### config.mk
export PLATFORM = sky130hd
export DESIGN_NAME = rc_stick_command_decoder
export DESIGN_NICKNAME = d
export VERILOG_FILES = /design/src/hw/rtl/rcsd_pkg.sv /design/src/hw/rtl/rcsd_queue.sv /design/src/hw/rtl/rcsd_front.sv /design/src/hw/rtl/rcsd_back.sv /design/src/hw/rtl/rc_stick_command_decoder.sv
export SDC_FILE = /design/constraint.sdc
export NUM_CORES = 1
export LEC_CHECK = 0
export BUFFER_PORTS_ARGS = -buffer_cell sky130_fd_sc_hd__buf_2
export CAP_MARGIN = 20
export CORE_MARGIN = 3
export CORE_UTILIZATION = 50
export DETAILED_ROUTE_END_ITERATION = 7
export MAX_ROUTING_LAYER = met4
export PLACE_DENSITY_LB_ADDON = 0.12
export SYNTH_ARGS = -nofsm -noshare
export SYNTH_HDL_FRONTEND = slang
export SYNTH_SLANG_ARGS = --single-unit
### constraint.sdc
create_clock -name clk -period 9.51 [get_ports clk]
set_input_delay 1.4265 -clock clk [delete_from_list [all_inputs] [get_ports clk]]
set_output_delay 1.4265 -clock clk [all_outputs]
set_load 0.01 [all_outputs]
### src/hw/rtl/rcsd_pkg.sv
// Shared types and constants for the RC stick command decoder.
// No dependencies; imported by the front, back and top-level modules.
package rcsd_pkg;

    // Configuration register indexes
    typedef enum logic [1:0] {
        REG_STICK_LOW  = 2'd0,
        REG_STICK_HIGH = 2'd1,
        REG_AUX_CENTER = 2'd2,
        REG_HOLD_PERIOD = 2'd3
    } reg_index_t;

    // 2-bit stick position codes
    localparam logic [1:0] POS_LO = 2'b01;
    localparam logic [1:0] POS_HI = 2'b10;
    localparam logic [1:0] POS_CE = 2'b11;

    // Stick patterns, throttle in the top bits, roll in the bottom bits
    localparam logic [7:0] PAT_DISARM   = {POS_LO, POS_LO, POS_CE, POS_CE};
    localparam logic [7:0] PAT_ARM      = {POS_LO, POS_HI, POS_CE, POS_CE};
    localparam logic [7:0] PAT_TRIM_PDN = {POS_HI, POS_CE, POS_HI, POS_CE};
    localparam logic [7:0] PAT_TRIM_PUP = {POS_HI, POS_CE, POS_LO, POS_CE};
    localparam logic [7:0] PAT_TRIM_RDN = {POS_HI, POS_CE, POS_CE, POS_HI};
    localparam logic [7:0] PAT_TRIM_RUP = {POS_HI, POS_CE, POS_CE, POS_LO};
    localparam logic [7:0] PAT_LED_ON   = {POS_LO, POS_CE, POS_LO, POS_HI};
    localparam logic [7:0] PAT_LED_OFF  = {POS_LO, POS_CE, POS_LO, POS_LO};

    // Hold counter limits and aux band half width
    localparam logic [7:0]  HOLD_MAX    = 8'd250;
    localparam logic [7:0]  HOLD_FIRE   = 8'd20;
    localparam logic [7:0]  HOLD_RELOAD = 8'd10;
    localparam logic [12:0] AUX_BAND    = 13'd200;

    // Stick commands
    typedef enum logic [3:0] {
        CMD_NONE     = 4'd0,
        CMD_DISARM   = 4'd1,
        CMD_ARM      = 4'd2,
        CMD_TRIM_PDN = 4'd3,
        CMD_TRIM_PUP = 4'd4,
        CMD_TRIM_RDN = 4'd5,
        CMD_TRIM_RUP = 4'd6,
        CMD_LED_ON   = 4'd7,
        CMD_LED_OFF  = 4'd8
    } cmd_t;

    // Aux switch positions
    typedef enum logic [1:0] {
        AUX_LOW  = 2'd0,
        AUX_MID  = 2'd1,
        AUX_HIGH = 2'd2
    } aux_pos_t;

    // Configuration as seen by front and back
    typedef struct packed {
        logic [11:0] stick_low_threshold;
        logic [11:0] stick_high_threshold;
        logic [11:0] aux_center;
        logic [9:0]  hold_period_ms;
    } cfg_t;

    // Classified frame passed from front to back
    typedef struct packed {
        logic [7:0]  pattern;
        logic        throttle_down;
        logic        emergency;
        logic        aux1_low;
        aux_pos_t    aux2_pos;
        aux_pos_t    aux3_pos;
        aux_pos_t    aux4_pos;
        logic [31:0] time_ms;
    } front_item_t;

    // Mode flags
    typedef struct packed {
        logic beeper;
        logic headfree;
        logic poshold;
        logic althold;
        logic angle;
    } mode_t;

    // Result transaction
    typedef struct packed {
        cmd_t        cmd;
        logic [7:0]  pattern;
        logic        throttle_down;
        logic        emergency;
        logic        althold_setup;
        mode_t       modes;
    } result_t;

endpackage

### src/hw/rtl/rcsd_queue.sv
// Small register-based FIFO used between front and back and at the output.
// Depends on nothing but its WIDTH and DEPTH parameters.
module rcsd_queue #(
    parameter int WIDTH = 8,
    parameter int DEPTH = 4
) (
    input  logic             clk,
    input  logic             rst_n,
    input  logic             push,
    input  logic [WIDTH-1:0] wdata,
    output logic             full,
    input  logic             pop,
    output logic [WIDTH-1:0] rdata,
    output logic             empty
);

    localparam int PTR_W = $clog2(DEPTH);
    localparam int CNT_W = $clog2(DEPTH + 1);

    logic [WIDTH-1:0] mem_reg [DEPTH];
    logic [PTR_W-1:0] head_reg, head_next;
    logic [PTR_W-1:0] tail_reg, tail_next;
    logic [CNT_W-1:0] count_reg, count_next;
    logic             do_push;
    logic             do_pop;

    assign full    = (count_reg == CNT_W'(DEPTH));
    assign empty   = (count_reg == '0);
    assign do_push = push && !full;
    assign do_pop  = pop && !empty;
    assign rdata   = mem_reg[head_reg];

    // Advance pointers and occupancy
    always_comb
    begin
        head_next  = head_reg;
        tail_next  = tail_reg;
        count_next = count_reg;
        if (do_push)
        begin
            tail_next = (tail_reg == PTR_W'(DEPTH - 1)) ? '0 : tail_reg + 1'b1;
        end
        if (do_pop)
        begin
            head_next = (head_reg == PTR_W'(DEPTH - 1)) ? '0 : head_reg + 1'b1;
        end
        case ({do_push, do_pop})
            2'b10:   count_next = count_reg + 1'b1;
            2'b01:   count_next = count_reg - 1'b1;
            default: count_next = count_reg;
        endcase
    end

    always_ff @(posedge clk or negedge rst_n)
    begin
        if (!rst_n)
        begin
            head_reg  <= '0;
            tail_reg  <= '0;
            count_reg <= '0;
        end
        else
        begin
            head_reg  <= head_next;
            tail_reg  <= tail_next;
            count_reg <= count_next;
        end
    end

    // Store the pushed transaction
    always_ff @(posedge clk)
    begin
        if (do_push)
        begin
            mem_reg[tail_reg] <= wdata;
        end
    end

    a_count_bound: assert property (@(posedge clk) disable iff (!rst_n)
        count_reg <= CNT_W'(DEPTH))
        else $error("queue occupancy above depth");

    a_push_grows: assert property (@(posedge clk) disable iff (!rst_n)
        (do_push && !do_pop) |=> (count_reg == $past(count_reg) + 1'b1))
        else $error("queue count did not grow on push");

    a_empty_no_full: assert property (@(posedge clk) disable iff (!rst_n)
        !(empty && full))
        else $error("queue both empty and full");

endmodule

### src/hw/rtl/rcsd_front.sv
// Front end: classifies one receiver frame into stick codes and aux positions.
// Depends on rcsd_pkg for the configuration and classified item types.
module rcsd_front
    import rcsd_pkg::*;
(
    input  cfg_t        cfg,
    input  logic [11:0] roll_value,
    input  logic [11:0] pitch_value,
    input  logic [11:0] yaw_value,
    input  logic [11:0] throttle_value,
    input  logic [11:0] aux1_value,
    input  logic [11:0] aux2_value,
    input  logic [11:0] aux3_value,
    input  logic [11:0] aux4_value,
    input  logic [31:0] time_ms,
    input  logic        is_armed,
    output front_item_t item
);

    function automatic logic [1:0] stick_code(input logic [11:0] v, input cfg_t c);
        logic [1:0] code;
        code[1] = (v > c.stick_low_threshold);
        code[0] = (v < c.stick_high_threshold);
        return code;
    endfunction

    // Band edges without signs: low when v + 200 < center, high when v > center + 200
    function automatic aux_pos_t aux_pos(input logic [11:0] v, input cfg_t c);
        aux_pos_t pos;
        if (({1'b0, v} + AUX_BAND) < {1'b0, c.aux_center})
        begin
            pos = AUX_LOW;
        end
        else if ({1'b0, v} > ({1'b0, c.aux_center} + AUX_BAND))
        begin
            pos = AUX_HIGH;
        end
        else
        begin
            pos = AUX_MID;
        end
        return pos;
    endfunction

    aux_pos_t aux1_pos;

    // Classify sticks and switches
    always_comb
    begin
        aux1_pos           = aux_pos(aux1_value, cfg);
        item.pattern       = {stick_code(throttle_value, cfg), stick_code(yaw_value, cfg),
                              stick_code(pitch_value, cfg), stick_code(roll_value, cfg)};
        item.throttle_down = (throttle_value < cfg.stick_low_threshold);
        item.emergency     = (aux1_pos == AUX_HIGH) && is_armed;
        item.aux1_low      = (aux1_pos == AUX_LOW);
        item.aux2_pos      = aux_pos(aux2_value, cfg);
        item.aux3_pos      = aux_pos(aux3_value, cfg);
        item.aux4_pos      = aux_pos(aux4_value, cfg);
        item.time_ms       = time_ms;
    end

endmodule

### src/hw/rtl/rcsd_back.sv
// Back end: hold counter, stick command decode and mode flag update.
// Depends on rcsd_pkg; fed from the front queue, feeds the output queue.
module rcsd_back
    import rcsd_pkg::*;
(
    input  logic        clk,
    input  logic        rst_n,
    input  cfg_t        cfg,
    input  front_item_t item,
    input  logic        item_valid,
    output logic        item_take,
    input  logic        res_full,
    output result_t     res
);

    logic [7:0]  prev_pattern_reg, prev_pattern_next;
    logic [7:0]  hold_count_reg, hold_count_next;
    logic [31:0] last_step_time_reg, last_step_time_next;
    mode_t       mode_flags_reg, mode_flags_next;

    logic        same;
    logic [31:0] elapsed;
    logic        step;
    logic [7:0]  hold_stepped;
    cmd_t        cmd;
    logic        setup;

    assign item_take = item_valid && !res_full;

    // Step the hold counter, decode the command, update mode flags
    always_comb
    begin
        prev_pattern_next   = prev_pattern_reg;
        hold_count_next     = hold_count_reg;
        last_step_time_next = last_step_time_reg;
        mode_flags_next     = mode_flags_reg;
        cmd                 = CMD_NONE;
        setup               = 1'b0;

        same         = (item.pattern == prev_pattern_reg);
        elapsed      = item.time_ms - last_step_time_reg;
        step         = same && (hold_count_reg < HOLD_MAX)
                       && (elapsed >= {22'd0, cfg.hold_period_ms});
        hold_stepped = !same ? 8'd0 : (step ? hold_count_reg + 8'd1 : hold_count_reg);

        if (item_take)
        begin
            prev_pattern_next = item.pattern;
            hold_count_next   = hold_stepped;
            if (step)
            begin
                last_step_time_next = item.time_ms;
            end

            if (hold_stepped == HOLD_FIRE)
            begin
                case (item.pattern)
                    PAT_DISARM:   cmd = CMD_DISARM;
                    PAT_ARM:      cmd = item.aux1_low ? CMD_ARM : CMD_NONE;
                    PAT_TRIM_PDN:
                    begin
                        cmd             = CMD_TRIM_PDN;
                        hold_count_next = HOLD_RELOAD;
                    end
                    PAT_TRIM_PUP:
                    begin
                        cmd             = CMD_TRIM_PUP;
                        hold_count_next = HOLD_RELOAD;
                    end
                    PAT_TRIM_RDN:
                    begin
                        cmd             = CMD_TRIM_RDN;
                        hold_count_next = HOLD_RELOAD;
                    end
                    PAT_TRIM_RUP:
                    begin
                        cmd             = CMD_TRIM_RUP;
                        hold_count_next = HOLD_RELOAD;
                    end
                    PAT_LED_ON:   cmd = CMD_LED_ON;
                    PAT_LED_OFF:  cmd = CMD_LED_OFF;
                    default:      cmd = CMD_NONE;
                endcase
            end

            // Flight mode switch
            case (item.aux3_pos)
                AUX_LOW:
                begin
                    mode_flags_next.angle   = 1'b1;
                    mode_flags_next.althold = 1'b0;
                    mode_flags_next.poshold = 1'b0;
                end
                AUX_MID:
                begin
                    if (!mode_flags_reg.althold)
                    begin
                        mode_flags_next.althold = 1'b1;
                        setup                   = 1'b1;
                    end
                    mode_flags_next.poshold = 1'b0;
                end
                AUX_HIGH: mode_flags_next.poshold = 1'b1;
                default:  mode_flags_next.poshold = mode_flags_reg.poshold;
            endcase

            // Headfree and beeper switches hold their flags at center
            case (item.aux4_pos)
                AUX_LOW:  mode_flags_next.headfree = 1'b0;
                AUX_HIGH: mode_flags_next.headfree = 1'b1;
                default:  mode_flags_next.headfree = mode_flags_reg.headfree;
            endcase
            case (item.aux2_pos)
                AUX_LOW:  mode_flags_next.beeper = 1'b0;
                AUX_HIGH: mode_flags_next.beeper = 1'b1;
                default:  mode_flags_next.beeper = mode_flags_reg.beeper;
            endcase
        end

        res.cmd           = cmd;
        res.pattern       = item.pattern;
        res.throttle_down = item.throttle_down;
        res.emergency     = item.emergency;
        res.althold_setup = setup;
        res.modes         = mode_flags_next;
    end

    always_ff @(posedge clk or negedge rst_n)
    begin
        if (!rst_n)
        begin
            prev_pattern_reg   <= '0;
            hold_count_reg     <= '0;
            last_step_time_reg <= '0;
            mode_flags_reg     <= '0;
        end
        else
        begin
            prev_pattern_reg   <= prev_pattern_next;
            hold_count_reg     <= hold_count_next;
            last_step_time_reg <= last_step_time_next;
            mode_flags_reg     <= mode_flags_next;
        end
    end

    a_hold_bound: assert property (@(posedge clk) disable iff (!rst_n)
        hold_count_reg <= HOLD_MAX)
        else $error("hold counter above saturation");

    a_trim_reload: assert property (@(posedge clk) disable iff (!rst_n)
        (item_take && (cmd == CMD_TRIM_PDN || cmd == CMD_TRIM_PUP
                       || cmd == CMD_TRIM_RDN || cmd == CMD_TRIM_RUP))
        |=> (hold_count_reg == HOLD_RELOAD))
        else $error("trim did not reload hold counter");

    a_setup_sets_alt: assert property (@(posedge clk) disable iff (!rst_n)
        (item_take && setup) |=> (mode_flags_reg.althold && !$past(mode_flags_reg.althold)))
        else $error("althold setup pulse without althold rising");

    a_idle_holds: assert property (@(posedge clk) disable iff (!rst_n)
        !item_take |=> $stable(hold_count_reg) && $stable(mode_flags_reg))
        else $error("state changed without a transaction");

endmodule

### src/hw/rtl/rc_stick_command_decoder.sv
// RC stick command decoder, top level: config registers, front, queues, back.
// A frame from the front queue is decoded by the back end and its result registered in
// the output queue; the back end takes one frame per cycle while that queue is not full.
// Up to QUEUE_DEPTH frames buffer between front and back, two results at the output.
// Reset: asynchronous active low; config returns to 1100/1900/1500/20, state clears.
// Depends on rcsd_pkg, rcsd_front, rcsd_queue and rcsd_back.
module rc_stick_command_decoder
    import rcsd_pkg::*;
#(
    parameter int QUEUE_DEPTH = 4
) (
    input  logic        clk,
    input  logic        rst_n,
    input  logic        cfg_we,
    input  logic [1:0]  cfg_index,
    input  logic [11:0] cfg_data,
    input  logic        push,
    output logic        full,
    input  logic [11:0] roll_value,
    input  logic [11:0] pitch_value,
    input  logic [11:0] yaw_value,
    input  logic [11:0] throttle_value,
    input  logic [11:0] aux1_value,
    input  logic [11:0] aux2_value,
    input  logic [11:0] aux3_value,
    input  logic [11:0] aux4_value,
    input  logic [31:0] time_ms,
    input  logic        is_armed,
    output logic        empty,
    input  logic        pop,
    output logic [3:0]  stick_command,
    output logic [7:0]  stick_pattern,
    output logic        throttle_down,
    output logic        emergency_disarm,
    output logic        althold_setup,
    output logic        self_level_mode,
    output logic        althold_mode,
    output logic        poshold_mode,
    output logic        heading_free_mode,
    output logic        beeper_mode
);

    localparam int ITEM_W    = $bits(front_item_t);
    localparam int RESULT_W  = $bits(result_t);
    localparam int OUT_DEPTH = 2;

    cfg_t        cfg_reg, cfg_next;
    front_item_t front_item;
    front_item_t mid_item;
    logic        mid_empty;
    logic        mid_take;
    result_t     back_res;
    logic        out_full;
    result_t     out_res;

    // Write configuration registers
    always_comb
    begin
        cfg_next = cfg_reg;
        if (cfg_we)
        begin
            case (reg_index_t'(cfg_index))
                REG_STICK_LOW:   cfg_next.stick_low_threshold  = cfg_data;
                REG_STICK_HIGH:  cfg_next.stick_high_threshold = cfg_data;
                REG_AUX_CENTER:  cfg_next.aux_center           = cfg_data;
                REG_HOLD_PERIOD: cfg_next.hold_period_ms       = cfg_data[9:0];
                default:         cfg_next = cfg_reg;
            endcase
        end
    end

    always_ff @(posedge clk or negedge rst_n)
    begin
        if (!rst_n)
        begin
            cfg_reg.stick_low_threshold  <= 12'd1100;
            cfg_reg.stick_high_threshold <= 12'd1900;
            cfg_reg.aux_center           <= 12'd1500;
            cfg_reg.hold_period_ms       <= 10'd20;
        end
        else
        begin
            cfg_reg <= cfg_next;
        end
    end

    rcsd_front u_front (
        .cfg            (cfg_reg),
        .roll_value     (roll_value),
        .pitch_value    (pitch_value),
        .yaw_value      (yaw_value),
        .throttle_value (throttle_value),
        .aux1_value     (aux1_value),
        .aux2_value     (aux2_value),
        .aux3_value     (aux3_value),
        .aux4_value     (aux4_value),
        .time_ms        (time_ms),
        .is_armed       (is_armed),
        .item           (front_item)
    );

    rcsd_queue #(
        .WIDTH (ITEM_W),
        .DEPTH (QUEUE_DEPTH)
    ) u_mid_queue (
        .clk   (clk),
        .rst_n (rst_n),
        .push  (push),
        .wdata (front_item),
        .full  (full),
        .pop   (mid_take),
        .rdata (mid_item),
        .empty (mid_empty)
    );

    rcsd_back u_back (
        .clk        (clk),
        .rst_n      (rst_n),
        .cfg        (cfg_reg),
        .item       (mid_item),
        .item_valid (!mid_empty),
        .item_take  (mid_take),
        .res_full   (out_full),
        .res        (back_res)
    );

    rcsd_queue #(
        .WIDTH (RESULT_W),
        .DEPTH (OUT_DEPTH)
    ) u_out_queue (
        .clk   (clk),
        .rst_n (rst_n),
        .push  (mid_take),
        .wdata (back_res),
        .full  (out_full),
        .pop   (pop),
        .rdata (out_res),
        .empty (empty)
    );

    // Drive result ports from the oldest waiting transaction
    assign stick_command     = out_res.cmd;
    assign stick_pattern     = out_res.pattern;
    assign throttle_down     = out_res.throttle_down;
    assign emergency_disarm  = out_res.emergency;
    assign althold_setup     = out_res.althold_setup;
    assign self_level_mode   = out_res.modes.angle;
    assign althold_mode      = out_res.modes.althold;
    assign poshold_mode      = out_res.modes.poshold;
    assign heading_free_mode = out_res.modes.headfree;
    assign beeper_mode       = out_res.modes.beeper;

endmodule

# ---- After elaboration in Yosys (flattened, before gate mapping)
# Memory sizes are Yosys's and may differ from the RTL's.
# Cells that the tools add are included.
dict set report word_totals {
  elab_cells 143
  rom_bits 0
  mem_count 2
  ff_bits 110
  ramBits 236
  latchBits 0
  out_inout_bits 22
  in_bits 148
}
dict set report op_classes {
  n_mul 0
  div_mod_pow 0
  n_addsub 15
  bitwise_logic 0
  muxes 35
  eq_ne 26
  shifts 0
  n_lt_le_gt_ge 19
  reduce_logical 28
}
# name words width rd rd_clocked_by_memory_dff write_ports line
set memory_table {}
lappend memory_table {u_mid_queue.mem_reg 4 49 1 0 1 rcsd_queue.sv:20} ;# logic [WIDTH-1:0] mem_reg [DEPTH];
lappend memory_table {u_out_queue.mem_reg 2 20 1 0 1 rcsd_queue.sv:20}
# cell count
set ops {}
lappend ops {{12-bit by 8-bit adder with 13-bit output (second input constant)} 5}
lappend ops {{12-bit less-than comparator} 5}
lappend ops {{12-bit by 13-bit > comparator with 1-bit output} 4}
lappend ops {{13-bit by 12-bit less-than comparator with 1-bit output} 4}
lappend ops {{12-bit > comparator} 4}
lappend ops {{8-bit by 7-bit == test with 1-bit output (second input constant)} 4}
lappend ops {{8-bit == test (second input constant)} 4}
lappend ops {{32-bit by 10-bit >= comparator with 1-bit output} 1}
lappend ops {{8-bit 2-to-1 mux} 4}
lappend ops {{4-bit one-hot mux with 8 select lines} 1}
lappend ops {{32-bit subtractor} 1}
lappend ops {{2-bit == test (second input constant)} 11}
lappend ops {{2-bit 2-to-1 mux} 11}
lappend ops {{2-bit zero test} 6}
lappend ops {{1-bit 2-to-1 mux} 10}
lappend ops {{2-bit AND reduction} 5}
lappend ops {{8-bit by 1-bit adder with 8-bit output (second input constant)} 1}
lappend ops {{2-bit by 1-bit == test with 1-bit output (second input constant)} 4}
lappend ops {{8-bit by 5-bit == test with 1-bit output (second input constant)} 1}
lappend ops {{8-bit == test} 1}
lappend ops {{1-bit logical AND} 8}
lappend ops {{8-bit less-than comparator (second input constant)} 1}
lappend ops {{4-bit 2-to-1 mux} 2}
lappend ops {{1-bit one-hot mux with 2 select lines} 4}
lappend ops {{14 further kinds} 21}

# ---- Logic depth before layout (Yosys ltp)
# An unclocked memory read counts as a cell.
dict set report logic_depth {
  depth_word 9
  ltp_mapped 26
  depth_no_buf 22
}

# ---- Hierarchy
# Synthesis repeated with hierarchy kept, for this count alone.
dict set report unflattened {
  hier_cells 1822
  area_unflattened_um2 21192.8
}
# mod seq_area_each_um2 area_each_um2 cells_each n_inst
set by_module_without_submodules {}
lappend by_module_without_submodules {{rcsd_queue at u_mid_queue} 6060.8 7507.2 298 1}
lappend by_module_without_submodules {rcsd_back 1326.3 5181.2 683 1}
lappend by_module_without_submodules {rcsd_front 0.0 5108.6 661 1}
lappend by_module_without_submodules {rc_stick_command_decoder 1176.1 1757.9 100 1}
lappend by_module_without_submodules {{rcsd_queue at u_out_queue} 1301.2 1637.8 80 1}

# ---- Worst setup path before layout
# No wires, ideal clock.
dict set report synth_path {
  path_kind {register to register}
  from {register u_mid_queue.head_reg[0]}
  to {register u_back.hold_count_reg[4]}
  setup_time_ps 122
  n_path_buf 4
  path_stages_with_launch 26
  t_arrival_ps 6542
  path_slack_ps 2847
  t_required_ps 9388
  period_less_slack_ps 6663
  cell_sequence {dfrtp_1 > buf_6 > clkbuf_1 > buf_1 > mux4_2 > ha_1 > a21o_1 > nand2b_1 > o21a_1 > o21a_1 > nor2_1 > xnor2_1 > ha_1 > nand4_1 > nor2_1 > a2111oi_0 > nand4_1 > a2111oi_2 > nand4_1 > a2111o_1 > or4_1 > buf_2 > mux2i_1 > nand4b_1 > or3_1 > a32o_1}
}
# element line
set synth_lines {}
lappend synth_lines {{from (decl)} rcsd_queue.sv:21} ;# logic [PTR_W-1:0] head_reg, head_next;
lappend synth_lines {{from (signal assigned)} rcsd_queue.sv:64} ;# head_reg <= head_next;
lappend synth_lines {{to (signal assigned)} rcsd_back.sv:140} ;# hold_count_reg <= hold_count_next;
lappend synth_lines {{to (decl)} rcsd_back.sv:17} ;# logic [7:0] hold_count_reg, hold_count_next;

# ---- Worst setup path after layout
dict set report layout_path {
  from {register u_mid_queue.head_reg[0]}
  to {register u_back.hold_count_reg[4]}
}
dict set report layout_via {
  elab_chain_len 8
  word_cells_on_any_way 16
  cone_classes {1 x add/sub; 1 x order compare; 6 x eq/ne; 4 x mux; 3 x reduce/logical; 1 x memory}
}
# element line
set layout_rtl {}
lappend layout_rtl {{memory 4 x 49 bit *} -}
lappend layout_rtl {{32-bit subtractor or 8-bit == test (tied branches)} {rcsd_back.sv:41, rcsd_back.sv:40}}
lappend layout_rtl {{32-bit by 10-bit >= comparator with 1-bit output or 1-bit logical AND (tied branches)} {rcsd_back.sv:43, rcsd_back.sv:42}}
lappend layout_rtl {{1-bit logical AND} rcsd_back.sv:43} ;# && (elapsed >= {22'd0, cfg.hold_period_ms});
lappend layout_rtl {{8-bit 2-to-1 mux (2 in series)} rcsd_back.sv:44} ;# hold_stepped = !same ? 8'd0 : (step ? hold_count_reg + 8'd1 : hold_count_reg);
lappend layout_rtl {{8-bit by 5-bit == test with 1-bit output or 8-bit 2-to-1 mux (tied branches)} {rcsd_back.sv:55, rcsd_back.sv:57}}
lappend layout_rtl {{8-bit 2-to-1 mux *} rcsd_back.sv:55} ;# if (hold_stepped == HOLD_FIRE)
# Mark *: on every way between the ends. The rest lies on a longest branch, timed or not.
# A chain may end at the register's enable or synchronous reset.

==> impl.org <==
** Timing
- Worst Skew :: 0.01509 ns
- Worst slew margin relative to its limit :: 33.06%
- Setup repair after global routing left no endpoint under its margin.
- Final period utilization :: 68.26%
- After layout, the minimum clock period comes to 6.491 ns.
- Summed over all failing endpoints, the final setup total negative slack is 0 ns.
- Derived from the worst setup path, the maximum achievable clock frequency is 154.1 MHz.
- The number of endpoints with negative hold slack in the final report is 0.
- Setup violations remaining at the end of the flow were counted as 0.
- Transition time at the pin with the least slew margin :: 1.004 ns
- Final count of pins violating max slew :: 0

** Setup path
- In this run the register-to-register setup slack is 3.02 ns.
- Data on the critical path arrives at its endpoint at 6.92 ns.
- The kind of cell with the highest combined delay along the critical path is simple AND/OR/NAND/NOR gates.
- Crit. End Element :: flip-flop
- Critical path class :: reg2reg
- Peak fanout along the critical path :: 21
- The worst setup path is launched from a flip-flop.
- Most prevalent standard cell on the critical path :: sky130_fd_sc_hd__nand4_1
- Cell-by-cell listing of the critical path :: mux4_2 > inv_1 > ha_1 > fa_1 > nand2b_1 > a21oi_1 > nor2_1 > o21ai_0 > xor2_1 > ha_1 > nand4_1 > nor2_1 > a2111oi_0 > nand4_1 > a2111oi_2 > nand4_1 > a2111o_1 > or4_1 > mux2i_1 > nand4b_1 > or3_1 > a32o_1
- Counting both buffers and inverters, the worst setup path holds a total of 1.
- On the critical path, the stage with the largest delay is an instance of sky130_fd_sc_hd__or4_1.
- In this run the critical register-to-register path is launched from u_mid_queue.head_reg[0].
- STA puts the critical path data required time at 9.94 ns.
- The endpoint identified for the worst register-to-register timing path is u_back.hold_count_reg[4].
- On the worst path, the slowest cell contributes a delay of 0.72 ns.
- Measured in cells, the most critical reg-to-reg path has a length of 22.

** Detailed routing
- Via count :: 14.28k
- Dividing the detail-routed wire length by the instance count gives 21.17 um.
- After detailed routing, the number of remaining DRC violations is 0.
- In the routed layout, each cell is associated on average with a via count of 5.845.
- The first routing iteration left 843 violations.
- The detail route stage leaves a number of antenna-violating nets equal to 0.
- Number of search-and-repair iterations in the first detailed-routing pass :: 5
- Summed over all layers, the routed wires come to 51720 um.

** CTS
- After clock tree synthesis, the clock-pin slew on the worst setup and hold paths is 0.06 ns.
- CTS Buffer Depth :: 3
- Counting the buffers created by CTS gives 38.
- Counting every sink on the clock net gives 346.
- TritonCTS built the clock tree.
- Number of buffers inserted for hold repair after clock tree synthesis :: 0
- CTS built an H-tree with a depth of 2.
- The later pin in the worst-skew pair is clocked with a latency of 0.55 ns.
- Gates resized during post-CTS repair numbered 0.
- Root buf cell :: sky130_fd_sc_hd__clkbuf_16
- Count of buffers added by post-CTS timing repair for setup :: 0

** Hold path
- Along the worst hold path, the cell count comes to 2.
- For hold timing, the worst endpoint is u_back.prev_pattern_reg[1].
- Classification of the worst-slack hold path :: reg2reg
- Start point of the worst min-delay path :: u_back.prev_pattern_reg[1]

** Floorplanning
- Total I/O pin count :: 170
- From bottom edge to top edge, the die measures 209.4 um.
- The core region is 40280 um2.
- In this run the core area contains 73 standard-cell rows.
- The die covers 43860 um2.
- Floorplan die width :: 209.4 um
- Once the floorplan was initialized, standard cells occupied 51.37% of the core.

** Synthesis
- Cell taking the most area after synthesis :: sky130_fd_sc_hd__edfxtp_1
- Synthesis inferred 346 register bits.
- For this run, the register share of the synthesized area comes to 47.67%.
- The number of nets in the synthesized netlist is 2091.
- Yosys mapped a number of flops with a built-in enable equal to 236.
- Each instance of the synthesized netlist takes up on average 12.11 um2.
- Area fraction of the dominant cell type after synthesis :: 34.25%
- Gate Count Post-Synth :: 1709
- The number of different library cells used by synthesis comes to 79.
- By area the synthesized netlist is led by sky130_fd_sc_hd__edfxtp_1 34%, sky130_fd_sc_hd__ha_1 14%, sky130_fd_sc_hd__dfrtp_1 11%.
- The Yosys step of the flow raised 0 warnings.
- Of all flip-flops after synthesis, the portion carrying an async set or reset was 31.79%.
- Netlist area before placement :: 20690 um2
- Synth Flop Type :: sky130_fd_sc_hd__edfxtp_1

** GRT
- The first global-routing pass estimated 81430 um of wire.
- Number of global-route vias before repair :: 14.14k
- Aggregate global routing overflow :: 0
- For this run, the total global-route usage over all layers was measured as 24.27%.
- Initial antenna violation count :: 6
- Entering global routing, the biggest net connects 57 pins.

** Cells and area
- The register with the most flip-flops in the layout has 196 of them.
- After the last flow step, the layout net total stands at 2265.
- Cells with a size suffix above 1 make up 21.90% of the layout.
- Area added between synthesis and finish :: 13.29%
- Most frequent standard cell in the layout excluding fill and tap cells :: sky130_fd_sc_hd__edfxtp_1
- Commonest non-fill, non-tap cells in the layout :: 236 x sky130_fd_sc_hd__edfxtp_1, 232 x sky130_fd_sc_hd__ha_1, 168 x sky130_fd_sc_hd__buf_2
- Final instance area :: 23440 um2

** Pwr
- The clock network is responsible for 19.0% of the overall power.
- Sequential group share of total power :: 29.3%
- Internal portion of total power :: 4.611 mW
- Comb power frac :: 51.7%
- Leakage Power :: 9.778 nW
- The worst-case IR drop observed on VDD is 0.2121 mV.
- Of the total power, the share spent switching nets is 41.49%.
- In this run the power density over the cells is 336.2 nW/um2.
- Psw :: 3.270 mW

** Placement
- Final HPWL DP :: 38930 um
- Number of buffer cells added on primary ports :: 169
- In this run the cell area measured after placement is 22130 um2.
- GP Congestion :: 0.9609

** Flow run
- Across the run, the number of max-cap violations was 0.

** Status
- Run status :: finished clean
## worst reg2reg max path, stage by stage, from the launching register on
cell and delay (ns):
sky130_fd_sc_hd__dfrtp_4 0.65, sky130_fd_sc_hd__mux4_2 0.40, sky130_fd_sc_hd__inv_1 0.06, sky130_fd_sc_hd__ha_1 0.22, sky130_fd_sc_hd__fa_1 0.40, sky130_fd_sc_hd__nand2b_1 0.19
sky130_fd_sc_hd__a21oi_1 0.31, sky130_fd_sc_hd__nor2_1 0.13, sky130_fd_sc_hd__o21ai_0 0.22, sky130_fd_sc_hd__xor2_1 0.18, sky130_fd_sc_hd__ha_1 0.26, sky130_fd_sc_hd__nand4_1 0.13
sky130_fd_sc_hd__nor2_1 0.09, sky130_fd_sc_hd__a2111oi_0 0.31, sky130_fd_sc_hd__nand4_1 0.18, sky130_fd_sc_hd__a2111oi_2 0.22, sky130_fd_sc_hd__nand4_1 0.16, sky130_fd_sc_hd__a2111o_1 0.45
sky130_fd_sc_hd__or4_1 0.72, sky130_fd_sc_hd__mux2i_1 0.23, sky130_fd_sc_hd__nand4b_1 0.20, sky130_fd_sc_hd__or3_1 0.41, sky130_fd_sc_hd__a32o_1 0.27
## cells in the mapped netlist, types with 5 or more instances
| cell | number |
|---|---|
| sky130_fd_sc_hd__a2111oi_0 | 7 |
| sky130_fd_sc_hd__a211oi_1 | 5 |
| sky130_fd_sc_hd__a21o_1 | 72 |
| sky130_fd_sc_hd__a21oi_1 | 80 |
| sky130_fd_sc_hd__a21oi_2 | 7 |
| sky130_fd_sc_hd__a31oi_1 | 8 |
| sky130_fd_sc_hd__and2_1 | 8 |
| sky130_fd_sc_hd__and3_1 | 11 |
| sky130_fd_sc_hd__buf_1 | 7 |
| sky130_fd_sc_hd__buf_2 | 9 |
| sky130_fd_sc_hd__clkbuf_1 | 25 |
| sky130_fd_sc_hd__dfrtp_1 | 90 |
| sky130_fd_sc_hd__dfstp_2 | 20 |
| sky130_fd_sc_hd__edfxtp_1 | 236 |
| sky130_fd_sc_hd__ha_1 | 232 |
| sky130_fd_sc_hd__inv_1 | 110 |
| sky130_fd_sc_hd__mux2_2 | 89 |
| sky130_fd_sc_hd__mux2i_1 | 5 |
| sky130_fd_sc_hd__mux4_2 | 49 |
| sky130_fd_sc_hd__nand2_1 | 106 |
| sky130_fd_sc_hd__nand2b_1 | 23 |
| sky130_fd_sc_hd__nand3_1 | 20 |
| sky130_fd_sc_hd__nand3b_1 | 6 |
| sky130_fd_sc_hd__nand4_1 | 50 |
| sky130_fd_sc_hd__nor2_1 | 68 |
| sky130_fd_sc_hd__nor2b_1 | 24 |
| sky130_fd_sc_hd__nor3_1 | 19 |
| sky130_fd_sc_hd__nor3b_1 | 5 |
| sky130_fd_sc_hd__nor4_1 | 10 |
| sky130_fd_sc_hd__o2111ai_1 | 5 |
| sky130_fd_sc_hd__o211ai_1 | 8 |
| sky130_fd_sc_hd__o21a_1 | 55 |
| sky130_fd_sc_hd__o21ai_0 | 73 |
| sky130_fd_sc_hd__o21ai_1 | 9 |
| sky130_fd_sc_hd__o22ai_1 | 5 |
| sky130_fd_sc_hd__or3_1 | 9 |
| sky130_fd_sc_hd__or4_1 | 5 |
| sky130_fd_sc_hd__xnor2_1 | 40 |
| sky130_fd_sc_hd__xor2_1 | 26 |
## metrics by stage
| step | power [mW] | setup slack [ns] | hold WS [ns] | utilization (%) | cells |
|---|---|---|---|---|---|
| floorplan | 5.171 | 2.847 | 0.4537 | - | 1709 |
| global placement | 6.311 | 3.133 | 0.4792 | 54.86 | 2366 |
| detailed placement | 6.361 | 3.066 | 0.4839 | 54.93 | 2367 |
| CTS | 7.900 | 3.060 | 0.4985 | 58.09 | 2437 |
| global route | 8.465 | 2.522 | 0.5177 | 58.19 | 2443 |
| finish | 7.880 | 3.019 | 0.4953 | 58.19 | 2443 |
## power by group through the flow
| stage | registers (mW) | clock network (mW) | logic (mW) |
|---|---|---|---|
| 2_1_floorplan | 2.23 | 0 | 2.94 |
| 3_3_place_gp | 2.32 | 0 | 3.99 |
| 3_5_place_dp | 2.34 | 0 | 4.02 |
| 4_1_cts | 2.31 | 1.53 | 4.05 |
| 5_1_grt | 2.35 | 1.60 | 4.52 |
| 6_report | 2.31 | 1.50 | 4.08 |
## cells by family (layout without fill, tap and decap cells)
group           Yosys count  after routing  synth area share [%]
simple gates            384            384                 9.633
compound gates          382            382                 12.29
flops                   346            346                 47.67
fa+ha+maj               234            234                 14.22
buf+inv                 153            357                 2.884
mux                     143            143                 10.42
xor+xnor                 67             67                 2.872
other cells               0              5                     0
## final cells by class
| class | count | area, um2 |
|---|---|---|
| fill | 3310 | 16840 |
| multi-input combinational | 1210 | 10270 |
| sequential | 346 | 9869 |
| clock buffer | 51 | 1051 |
| timing repair buffer | 177 | 948.4 |
| tap | 525 | 656.9 |
| inverter | 110 | 412.9 |
| clock inverter | 19 | 222.7 |
| antenna | 5 | 12.51 |
## how the worst max path moves through the flow
stage                            start  cells past startpoint                          to  slack [ns]
6_report       u_mid_queue.head_reg[0]                     22    u_back.hold_count_reg[4]        3.02
5_1_grt        u_mid_queue.head_reg[0]                     21  u_out_queue.mem_reg[1][19]        2.52
4_1_cts        u_mid_queue.head_reg[0]                     22    u_back.hold_count_reg[4]        3.06
3_5_place_dp   u_mid_queue.head_reg[0]                     22    u_back.hold_count_reg[4]        3.07
3_3_place_gp   u_mid_queue.head_reg[0]                     22    u_back.hold_count_reg[4]        3.13
2_1_floorplan  u_mid_queue.head_reg[0]                     25    u_back.hold_count_reg[4]        2.85
## layer usage
metal | track usage [%] | vias up | routed length (um)
met4 | 5.866 | 0 | 1106
met5 | - | - | 0
li1 | - | 6865 | -
met1 | 33.92 | 6971 | 24150
met3 | 3.602 | 71 | 2419
met2 | 37.79 | 373 | 24050
No activity file was read; power rests on OpenSTA's default activity.
